==> src/hdl/ccsb_pkg.sv <==
// Package for the C comment and string blanker.
// Holds the character codes and the result slot type; no dependencies.
`timescale 1ns / 1ps

package ccsb_pkg;

    localparam logic [7:0] CH_SLASH  = 8'h2F;
    localparam logic [7:0] CH_STAR   = 8'h2A;
    localparam logic [7:0] CH_DQUOTE = 8'h22;
    localparam logic [7:0] CH_SQUOTE = 8'h27;
    localparam logic [7:0] CH_BSLASH = 8'h5C;
    localparam logic [7:0] CH_NL     = 8'h0A;
    localparam logic [7:0] CH_SPACE  = 8'h20;

    typedef struct packed {
        logic [7:0] data;
        logic       run_last;
        logic       text_end;
    } res_t;

endpackage

==> src/hdl/c_comment_string_blanker.sv <==
// Top level of the C comment and string blanker.
// Depends on ccsb_pkg (character codes, result slot type).
`timescale 1ns / 1ps

// Usage:
//   Input channel: in_valid / in_stall carry one text byte (in_byte) and
//   text_last, which marks the final byte of a text.
//   Output channel: out_valid / out_stall carry out_byte, run_last (last
//   result of its input item) and text_end (final result of the text).
//   Each input item yields zero, one or two result items; a non-final '/'
//   in code is held until the next byte shows whether it opens a comment.
//   A result is presented in the cycle after its input item is taken.
//   Throughput: one input item per cycle while each gives at most one
//   result and out_stall is low; an item with two results stalls input
//   until its first result is taken, so one item per result cycle.
//   The lexer mode register and a two-slot result buffer are the only
//   state; the buffer must be empty, or emptying this cycle, to take input.
//   Reset (rst_n low, asynchronous) puts the lexer in code mode with no
//   held slash and empties the result buffer.
//   When the receiver stalls, the presented result holds and in_stall
//   rises as soon as the buffer cannot drain in the same cycle.
module c_comment_string_blanker
(
    input  logic       clk,
    input  logic       rst_n,
    input  logic       in_valid,
    output logic       in_stall,
    input  logic [7:0] in_byte,
    input  logic       text_last,
    output logic       out_valid,
    input  logic       out_stall,
    output logic [7:0] out_byte,
    output logic       run_last,
    output logic       text_end
);

    typedef enum logic [3:0] {
        M_NORMAL = 4'd0,
        M_HELD   = 4'd1,
        M_LINE   = 4'd2,
        M_BLOCK  = 4'd3,
        M_BSTAR  = 4'd4,
        M_STR    = 4'd5,
        M_STRESC = 4'd6,
        M_CHR    = 4'd7,
        M_CHRESC = 4'd8
    } mode_t;

    mode_t           mode_reg, mode_next;
    logic [1:0]      cnt_reg;
    ccsb_pkg::res_t  slot0_reg, slot1_reg;

    logic            in_acc, out_acc;
    logic [1:0]      n_res;
    logic [7:0]      b0, b1;
    logic            nb_has;
    logic [7:0]      nb_byte;
    mode_t           nb_mode;
    ccsb_pkg::res_t  r0, r1;

    assign out_valid = (cnt_reg != 2'd0);
    assign out_acc   = out_valid && !out_stall;
    assign in_stall  = !((cnt_reg == 2'd0) || ((cnt_reg == 2'd1) && !out_stall));
    assign in_acc    = in_valid && !in_stall;

    assign out_byte  = slot0_reg.data;
    assign run_last  = slot0_reg.run_last;
    assign text_end  = slot0_reg.text_end;

    // code-mode handling of a byte
    always_comb
    begin
        nb_has  = 1'b1;
        nb_byte = in_byte;
        nb_mode = M_NORMAL;
        if (in_byte == ccsb_pkg::CH_SLASH)
        begin
            nb_has  = text_last;
            nb_byte = ccsb_pkg::CH_SLASH;
            nb_mode = text_last ? M_NORMAL : M_HELD;
        end
        else if (in_byte == ccsb_pkg::CH_DQUOTE)
        begin
            nb_byte = ccsb_pkg::CH_SPACE;
            nb_mode = M_STR;
        end
        else if (in_byte == ccsb_pkg::CH_SQUOTE)
        begin
            nb_byte = ccsb_pkg::CH_SPACE;
            nb_mode = M_CHR;
        end
    end

    always_comb
    begin
        n_res     = 2'd1;
        b0        = ccsb_pkg::CH_SPACE;
        b1        = ccsb_pkg::CH_SPACE;
        mode_next = mode_reg;
        unique case (mode_reg)
            M_HELD:
            begin
                if (in_byte == ccsb_pkg::CH_SLASH)
                begin
                    n_res     = 2'd2;
                    mode_next = M_LINE;
                end
                else if (in_byte == ccsb_pkg::CH_STAR)
                begin
                    n_res     = 2'd2;
                    mode_next = M_BLOCK;
                end
                else
                begin
                    b0        = ccsb_pkg::CH_SLASH;
                    b1        = nb_byte;
                    n_res     = nb_has ? 2'd2 : 2'd1;
                    mode_next = nb_mode;
                end
            end
            M_LINE:
            begin
                if (in_byte == ccsb_pkg::CH_NL)
                begin
                    b0        = ccsb_pkg::CH_NL;
                    mode_next = M_NORMAL;
                end
            end
            M_BLOCK, M_BSTAR:
            begin
                if (in_byte == ccsb_pkg::CH_NL)
                begin
                    b0        = ccsb_pkg::CH_NL;
                    mode_next = M_BLOCK;
                end
                else if (in_byte == ccsb_pkg::CH_SLASH && mode_reg == M_BSTAR)
                    mode_next = M_NORMAL;
                else if (in_byte == ccsb_pkg::CH_STAR)
                    mode_next = M_BSTAR;
                else
                    mode_next = M_BLOCK;
            end
            M_STR, M_CHR:
            begin
                if (in_byte == ccsb_pkg::CH_NL)
                begin
                    b0        = ccsb_pkg::CH_NL;
                    mode_next = M_NORMAL;
                end
                else if (in_byte == ccsb_pkg::CH_BSLASH)
                    mode_next = (mode_reg == M_STR) ? M_STRESC : M_CHRESC;
                else if ((mode_reg == M_STR && in_byte == ccsb_pkg::CH_DQUOTE) ||
                         (mode_reg == M_CHR && in_byte == ccsb_pkg::CH_SQUOTE))
                    mode_next = M_NORMAL;
            end
            M_STRESC, M_CHRESC:
            begin
                if (in_byte == ccsb_pkg::CH_NL)
                begin
                    b0        = ccsb_pkg::CH_NL;
                    mode_next = M_NORMAL;
                end
                else
                    mode_next = (mode_reg == M_STRESC) ? M_STR : M_CHR;
            end
            default:
            begin
                b0        = nb_byte;
                n_res     = nb_has ? 2'd1 : 2'd0;
                mode_next = nb_mode;
            end
        endcase
        if (text_last)
            mode_next = M_NORMAL;
    end

    assign r0 = '{data: b0, run_last: (n_res == 2'd1), text_end: (n_res == 2'd1) && text_last};
    assign r1 = '{data: b1, run_last: 1'b1, text_end: text_last};

    always_ff @(posedge clk or negedge rst_n)
    begin
        if (!rst_n)
        begin
            mode_reg  <= M_NORMAL;
            cnt_reg   <= 2'd0;
            slot0_reg <= '0;
            slot1_reg <= '0;
        end
        else if (in_acc)
        begin
            mode_reg  <= mode_next;
            cnt_reg   <= n_res;
            slot0_reg <= r0;
            slot1_reg <= r1;
        end
        else if (out_acc)
        begin
            cnt_reg   <= cnt_reg - 2'd1;
            slot0_reg <= slot1_reg;
        end
    end

endmodule

==> config.mk <==
export PLATFORM = sky130hd
export DESIGN_NAME = c_comment_string_blanker
export DESIGN_NICKNAME = d
export VERILOG_FILES = /design/src/hdl/ccsb_pkg.sv /design/src/hdl/c_comment_string_blanker.sv
export SDC_FILE = /design/constraint.sdc
export NUM_CORES = 1
export LEC_CHECK = 0
export BUFFER_PORTS_ARGS = -buffer_cell sky130_fd_sc_hd__buf_2
export CAP_MARGIN = 20
export CORE_MARGIN = 8
export CORE_UTILIZATION = 60
export CTS_BUF_LIST = sky130_fd_sc_hd__clkbuf_2 sky130_fd_sc_hd__clkbuf_4 sky130_fd_sc_hd__clkbuf_8
export DETAILED_ROUTE_END_ITERATION = 6
export PLACE_DENSITY = 0.95
export SYNTH_ARGS = -nofsm -noshare
export SYNTH_HDL_FRONTEND = slang
export SYNTH_SLANG_ARGS = --single-unit
==> constraint.sdc <==
create_clock -name clk -period 3.9 [get_ports clk]
set_input_delay 0.195 -clock clk [delete_from_list [all_inputs] [get_ports clk]]
set_output_delay 0.195 -clock clk [all_outputs]
set_load 0.02 [all_outputs]
==> impl_metrics.json, run 1 <==
{
  "status": "completed",
  "antenna_found_initial": 0,
  "nets": 203,
  "synth-seq-area-share_pct": 41.8,
  "post_cts_resized": 0,
  "clkSinkCount": 26,
  "finalClockSkew_ps": 6.82,
  "worstSetupEndpointType": "flop",
  "start_util_pct": 62.8,
  "io_pins": 25,
  "drv_slew": 0,
  "slowest_stage": "nor4b_1",
  "syn2layout_area_growth_pct": 10.1,
  "synth_edf_count": 0,
  "powerDensity_nw_per_um2": 729,
  "fin_crit_ps": 2420,
  "synth_top_area_share_pct": 41.8,
  "drc_errors": 0,
  "syn_inst": 169,
  "io_buffer_count": 24,
  "yosys-top-cells-area": "dfrtp_1 (42%), a22o_1 (5.1%), nor2_1 (4.3%)",
  "routabilityCongestion": 0.989,
  "grt_max_degree": 27,
  "tns_ps": 0,
  "avgSynthCellArea_um2": 9.20,
  "clkTransAtPathRegs_ps": 150,
  "rsz0062_at_grt": "false",
  "antenna_cells": 0,
  "p_leak_nw": 0.759,
  "grt_pass1_vias": 1409,
  "firstDrtPassIters": 4,
  "yosys_warnings": 0,
  "finalHoldViolations": 0,
  "fp-row-count": 18,
  "worstPathArrival_ps": 2660,
  "wirelength_um": 3870,
  "drtAntennaViolNets": 0,
  "largest_register_ffs": 10,
  "drive_above_1_share_pct": 19.3,
  "cts_buffers": 3,
  "layout_common_cells": "dfrtp_1 (26), buf_2 (24), nor2_1 (18)",
  "max_freq_mhz": 413,
  "synth_nets": 184,
  "clockRootBuffer": "clkbuf_4",
  "start_kind": "flop",
  "cp_data_required_time_ps": 4140,
  "nFillCells": 200,
  "ir_drop_mv": 0.494,
  "grt_pass1_wl_um": 6570,
  "finalCritPeriodShare_pct": 62.1,
  "ys_types": 47,
  "core-area_um2": 2480,
  "ys.flop_type": "dfrtp_1",
  "via_per_inst": 6.69,
  "cts_tree": "yes",
  "vias": 1452,
  "hold_path_class": "in2reg",
  "critPathKind": "reg2reg",
  "htreeDepth": 1,
  "crit_fanout": 13,
  "overflow": 0,
  "worst_pin_slew_ps": 963,
  "die_w_um": 66.9,
  "dpl.hpwl_um": 2910,
  "die_h_um": 66.9,
  "post_drt_wl_per_cell_um": 17.8,
  "path_buf_inv": 0,
  "cts.path.max_buffers": 2,
  "drt_iter0_drc": 120,
  "cap_viol_max_count": 0,
  "grt_usage_pct": 18.7,
  "slew_headroom_pct": 35.8,
  "cp_slowest_stage_delay_ps": 790,
  "async_flop_share_pct": 100,
  "final_common_cell": "dfrtp_1",
  "die_area_um2": 4480,
  "critical_path.top_delay_family": "simple AND/OR/NAND/NOR gates",
  "synth_area_um2": 1560,
  "clk_latency_ps": 320,
  "finalPower_mw": 1.25,
  "cpMostUsedCell": "a21oi_1",
  "synth_largest_area_cell": "dfrtp_1",
  "finish.utilization_pct": 69.1,
  "ys_seq_elements": 26,
  "worstPathCellList": "nor4b_1, o211ai_1, a21oi_1, nor3_1, a21oi_1",
  "setup_viol": 0
}
what timing repair did:
action                                 4_1_cts  5_1_grt
buffers inserted                             0        0
endpoints found under the hold margin       26        0
hold buffers                                 1        0
kinds of logic (layout without fill, tap and decap cells):
kind of cell	after synthesis	in the layout	synth area share [%]
flip-flops	26	26	41.8
AO/OA/AOI/OAI	58	58	26.4
XOR/XNOR	3	3	1.69
buffers and inverters	16	34	4.51
multiplexers	3	3	2.17
adder cells (fa/ha/maj)	2	2	1.61
AND/OR/NAND/NOR	61	61	21.8
routing by layer:
layer  share of wire [%]  track usage, %
met5                   0               0
met4                 3.6            9.92
met3                 6.6            3.02
met2                  50            31.8
met1                  39            22.0
cell usage after synthesis (all sizes together) (4+ instances only):
cell type  count
nand2         13
nor2          18
o21ai         10
a31oi          7
a21oi          9
a221oi         5
nor2b          4
buf            5
nor3           4
nand3          4
a22o           9
inv            4
dfrtp         26
clkbuf         7
final cells by class:
class	count	area [µm²]	share of cell area (%)
repair buffers	26	138	8.04
multi-input cells	127	835	48.8
clock buffers	4	36.3	2.12
inverters	4	15.0	0.877
flip-flops and latches	26	651	38.0
well taps	30	37.5	2.19
power breakdown:
group | internal (mW) | switching [mW]
sequential | 0.371 | 0.0789
combinational | 0.250 | 0.407
clock | 0.0571 | 0.0826
total | 0.678 | 0.569
final timing paths:
kind / from / endpoint / slack [ps] / cells past startpoint
setup / recovery: mode_reg[3] / out_byte[3] / 1480 / 5
hold / removal: in_byte[1] / slot1_reg[3] / 130 / 2
setup reg to reg: mode_reg[3] / out_byte[3] / 1480 / 5
hold reg to reg: slot1_reg[1] / slot1_reg[1] / 490 / 1
max in group asynchronous: rst_n / slot1_reg[1] / 3140 / 2
min in group asynchronous: rst_n / slot1_reg[3] / 380 / 2
through the flow:
stage / cells / hold slack [ps] / worst slack, ps / area [µm²]
6_report: 217 / 134 / 1480 / 1710
5_1_grt: 217 / 141 / 1280 / 1710
4_1_cts: 217 / 124 / 1540 / 1710
3_5_place_dp: 212 / 226 / 1570 / 1670
3_3_place_gp: 212 / 216 / 1670 / 1670
2_1_floorplan: 169 / -101 / 1950 / 1560
Note: power is estimated with default switching activity, not from simulation.
==> run 2: changes to the inputs <==
--- a/config.mk
+++ b/config.mk
@@ -5,13 +5,14 @@
 export SDC_FILE = /design/constraint.sdc
 export NUM_CORES = 1
 export LEC_CHECK = 0
+export ABC_AREA = 1
 export BUFFER_PORTS_ARGS = -buffer_cell sky130_fd_sc_hd__buf_2
 export CAP_MARGIN = 20
 export CORE_MARGIN = 8
-export CORE_UTILIZATION = 60
+export CORE_UTILIZATION = 59
 export CTS_BUF_LIST = sky130_fd_sc_hd__clkbuf_2 sky130_fd_sc_hd__clkbuf_4 sky130_fd_sc_hd__clkbuf_8
 export DETAILED_ROUTE_END_ITERATION = 6
-export PLACE_DENSITY = 0.95
+export PLACE_DENSITY = 0.93
 export SYNTH_ARGS = -nofsm -noshare
 export SYNTH_HDL_FRONTEND = slang
 export SYNTH_SLANG_ARGS = --single-unit
==> constraint.sdc (replaced) <==
create_clock -name clk -period 2.5 [get_ports clk]
set_input_delay 0.125 -clock clk [delete_from_list [all_inputs] [get_ports clk]]
set_output_delay 0.125 -clock clk [all_outputs]
set_load 0.02 [all_outputs]
==> impl_metrics.json, run 2 <==
{
  "status": "completed",
  "cp_slowest_stage_delay_ps": 500,
  "p_leak_nw": 0.922,
  "netlist_top_cells_count": "nand2_1 (63), nor2_1 (35), dfrtp_1 (26)",
  "holdPathStages": 3,
  "die_h_um": 68.8,
  "hp-start": "in_byte[7]",
  "start_util_pct": 60.8,
  "setup_viol": 0,
  "tns_ps": 0,
  "dpl.hpwl_um": 2890,
  "synth_edf_count": 0,
  "nets": 268,
  "clkTransAtPathRegs_ps": 140,
  "worstPathArrival_ps": 2110,
  "drt_iter0_drc": 79,
  "clk_latency_ps": 320,
  "overflow": 0,
  "clockRootBuffer": "clkbuf_4",
  "slew_headroom_pct": 59.1,
  "ys.flop_type": "dfrtp_1",
  "antenna_found_initial": 0,
  "syn_inst": 227,
  "cts.path.max_buffers": 2,
  "synth_largest_area_cell": "dfrtp_1",
  "drive_above_1_share_pct": 21.0,
  "fin_crit_ps": 1890,
  "yosys-top-cells-area": "dfrtp_1 (40%), nand2_1 (14%), nor2_1 (8.0%)",
  "grt_max_degree": 27,
  "finalPower_mw": 1.94,
  "cp-startpoint": "cnt_reg[0]",
  "post-cts-setup-buffers": 0,
  "die_area_um2": 4740,
  "worst_pin_slew_ps": 610,
  "clkSinkCount": 26,
  "rsz0062_at_grt": "false",
  "worstPathCellList": "inv_1, ha_1, o21ai_1, buf_4, nand2_2, nor2_1, a31oi_1",
  "drtAntennaViolNets": 0,
  "synth_nets": 242,
  "synth-xor-area-share_pct": 0,
  "cap_viol_max_count": 0,
  "ys_seq_elements": 26,
  "synth_compound_area_share_pct": 12.8,
  "finalCritPeriodShare_pct": 75.7,
  "crit_fanout": 13,
  "drc_errors": 0,
  "reg2reg_to": "out_byte[3]",
  "layout_common_cells": "nand2_1 (63), nor2_1 (35), dfrtp_1 (26)",
  "synth-seq-area-share_pct": 39.5,
  "io_buffer_count": 24,
  "cts_buffers": 3,
  "async_flop_share_pct": 100,
  "htreeDepth": 1,
  "grt_pass1_wl_um": 6020,
  "largest_register_ffs": 10,
  "drv_slew": 0,
  "syn2layout_area_growth_pct": 12.2,
  "synth_mux_area_share_pct": 0,
  "worstSetupEndpointType": "flop",
  "via_per_inst": 5.40,
  "critPathKind": "reg2reg",
  "post_drt_wl_per_cell_um": 12.7,
  "grt_usage_pct": 16.2,
  "grt_pass1_vias": 1423,
  "finalClockSkew_ps": 12.1,
  "ys_types": 27,
  "synth_area_um2": 1650,
  "yosys.area_share.simple_pct": 38.3,
  "r2r_cells": 7,
  "synthAdderAreaFrac_pct": 1.52,
  "r2r_slack_ps": 610,
  "powerDensity_nw_per_um2": 1050,
  "synth_top_area_share_pct": 39.5,
  "synth_most_common_cell": "nand2_1",
  "routabilityCongestion": 0.911,
  "ir_drop_mv": 0.692,
  "hold_path_class": "in2reg",
  "avgSynthCellArea_um2": 7.25,
  "synth_top_family_by_area": "simple AND/OR/NAND/NOR gates",
  "hold_path_end": "out_byte[7]",
  "firstDrtPassIters": 4,
  "die_w_um": 68.8,
  "vias": 1529,
  "start_kind": "flop",
  "finalHoldViolations": 0,
  "yosys_warnings": 0,
  "slowest_stage": "o21ai_1",
  "fp-row-count": 19,
  "path_buf_inv": 2,
  "cp_data_required_time_ps": 2720,
  "final_common_cell": "nand2_1",
  "cts_tree": "yes",
  "critical_path.top_delay_family": "compound AO/OA/AOI/OAI gates",
  "io_pins": 25,
  "nFillCells": 241,
  "r2r-start": "cnt_reg[0]",
  "wirelength_um": 3590,
  "core-area_um2": 2710,
  "antenna_cells": 0,
  "max_freq_mhz": 528
}
-- run 2: cell count changes after synthesis, moves of 7 or more --
| cell | previous run | this run |
|---|---|---|
| a22o_1 | 9 | 0 |
| nand2_2 | 0 | 7 |
| nand3_1 | 4 | 14 |
| nand2_1 | 13 | 63 |
| inv_1 | 4 | 24 |
| nor2_1 | 18 | 35 |
-- run 2: per-layer routing --
layer | vias up | share of wire (%) | GRT usage (%)
li1 | 787 | - | -
met1 | 696 | 45 | 19.9
met2 | 41 | 48 | 27.5
met3 | 5 | 6.7 | 3.39
met4 | 0 | 0.86 | 5.51
met5 | - | 0 | 0
-- run 2: final cells by class --
class | instances | area, µm² | share of cell area [%]
clock buffers | 3 | 22.5 | 1.22
clock inverters | 1 | 30.0 | 1.63
inverters | 27 | 101 | 5.49
multi-input cells | 169 | 866 | 46.9
flip-flops and latches | 26 | 651 | 35.2
well taps | 31 | 38.8 | 2.10
repair buffers | 26 | 138 | 7.45
-- run 2: worst max-delay path by stage --
stage	endpoint	slack, ps	cells after the start
4_1_cts	out_byte[3]	590	7
2_1_floorplan	out_byte[5]	960	8
3_5_place_dp	out_byte[3]	600	7
6_report	out_byte[3]	610	7
5_1_grt	out_byte[3]	440	7
3_3_place_gp	out_byte[3]	720	7
-- run 2: logic make-up after synthesis --
logic type,Yosys count
fa+ha+maj,2
compound gates,34
flops,26
simple gates,133
buf+inv,32
-- run 2: worst reg2reg max path: cells and delay by family (launching register included) --
| kind | cells | cell delay [ps] |
|---|---|---|
| adder cells (fa/ha/maj) | 1 | 230 |
| flip-flops | 1 | 390 |
| AO/OA/AOI/OAI | 2 | 600 |
| buffers and inverters | 2 | 370 |
| AND/OR/NAND/NOR | 2 | 220 |
-- run 2: timing repair --
item,4_1_cts,5_1_grt
endpoints found under the setup margin,0,0
hold buffers,1,0
gates resized for setup,0,0
endpoints found under the hold margin,26,0
-- run 2: where the power goes --
| group | switching (mW) | internal [mW] |
|---|---|---|
| registers | 0.0913 | 0.582 |
| logic | 0.645 | 0.335 |
| clock network | 0.120 | 0.162 |
| total | 0.856 | 1.08 |
-- run 2: per-stage QoR --
step           utilization, %  area [µm²]  cells  hold WS (ps)  setup WS, ps
6_report                 68.1        1850    283          63.4           607
5_1_grt                  68.1        1850    283          52.0           441
4_1_cts                  68.1        1850    283          61.3           588
3_5_place_dp             65.8        1780    278           149           600
3_3_place_gp             65.8        1780    278           155           720
2_1_floorplan               -        1650    227          -171           956
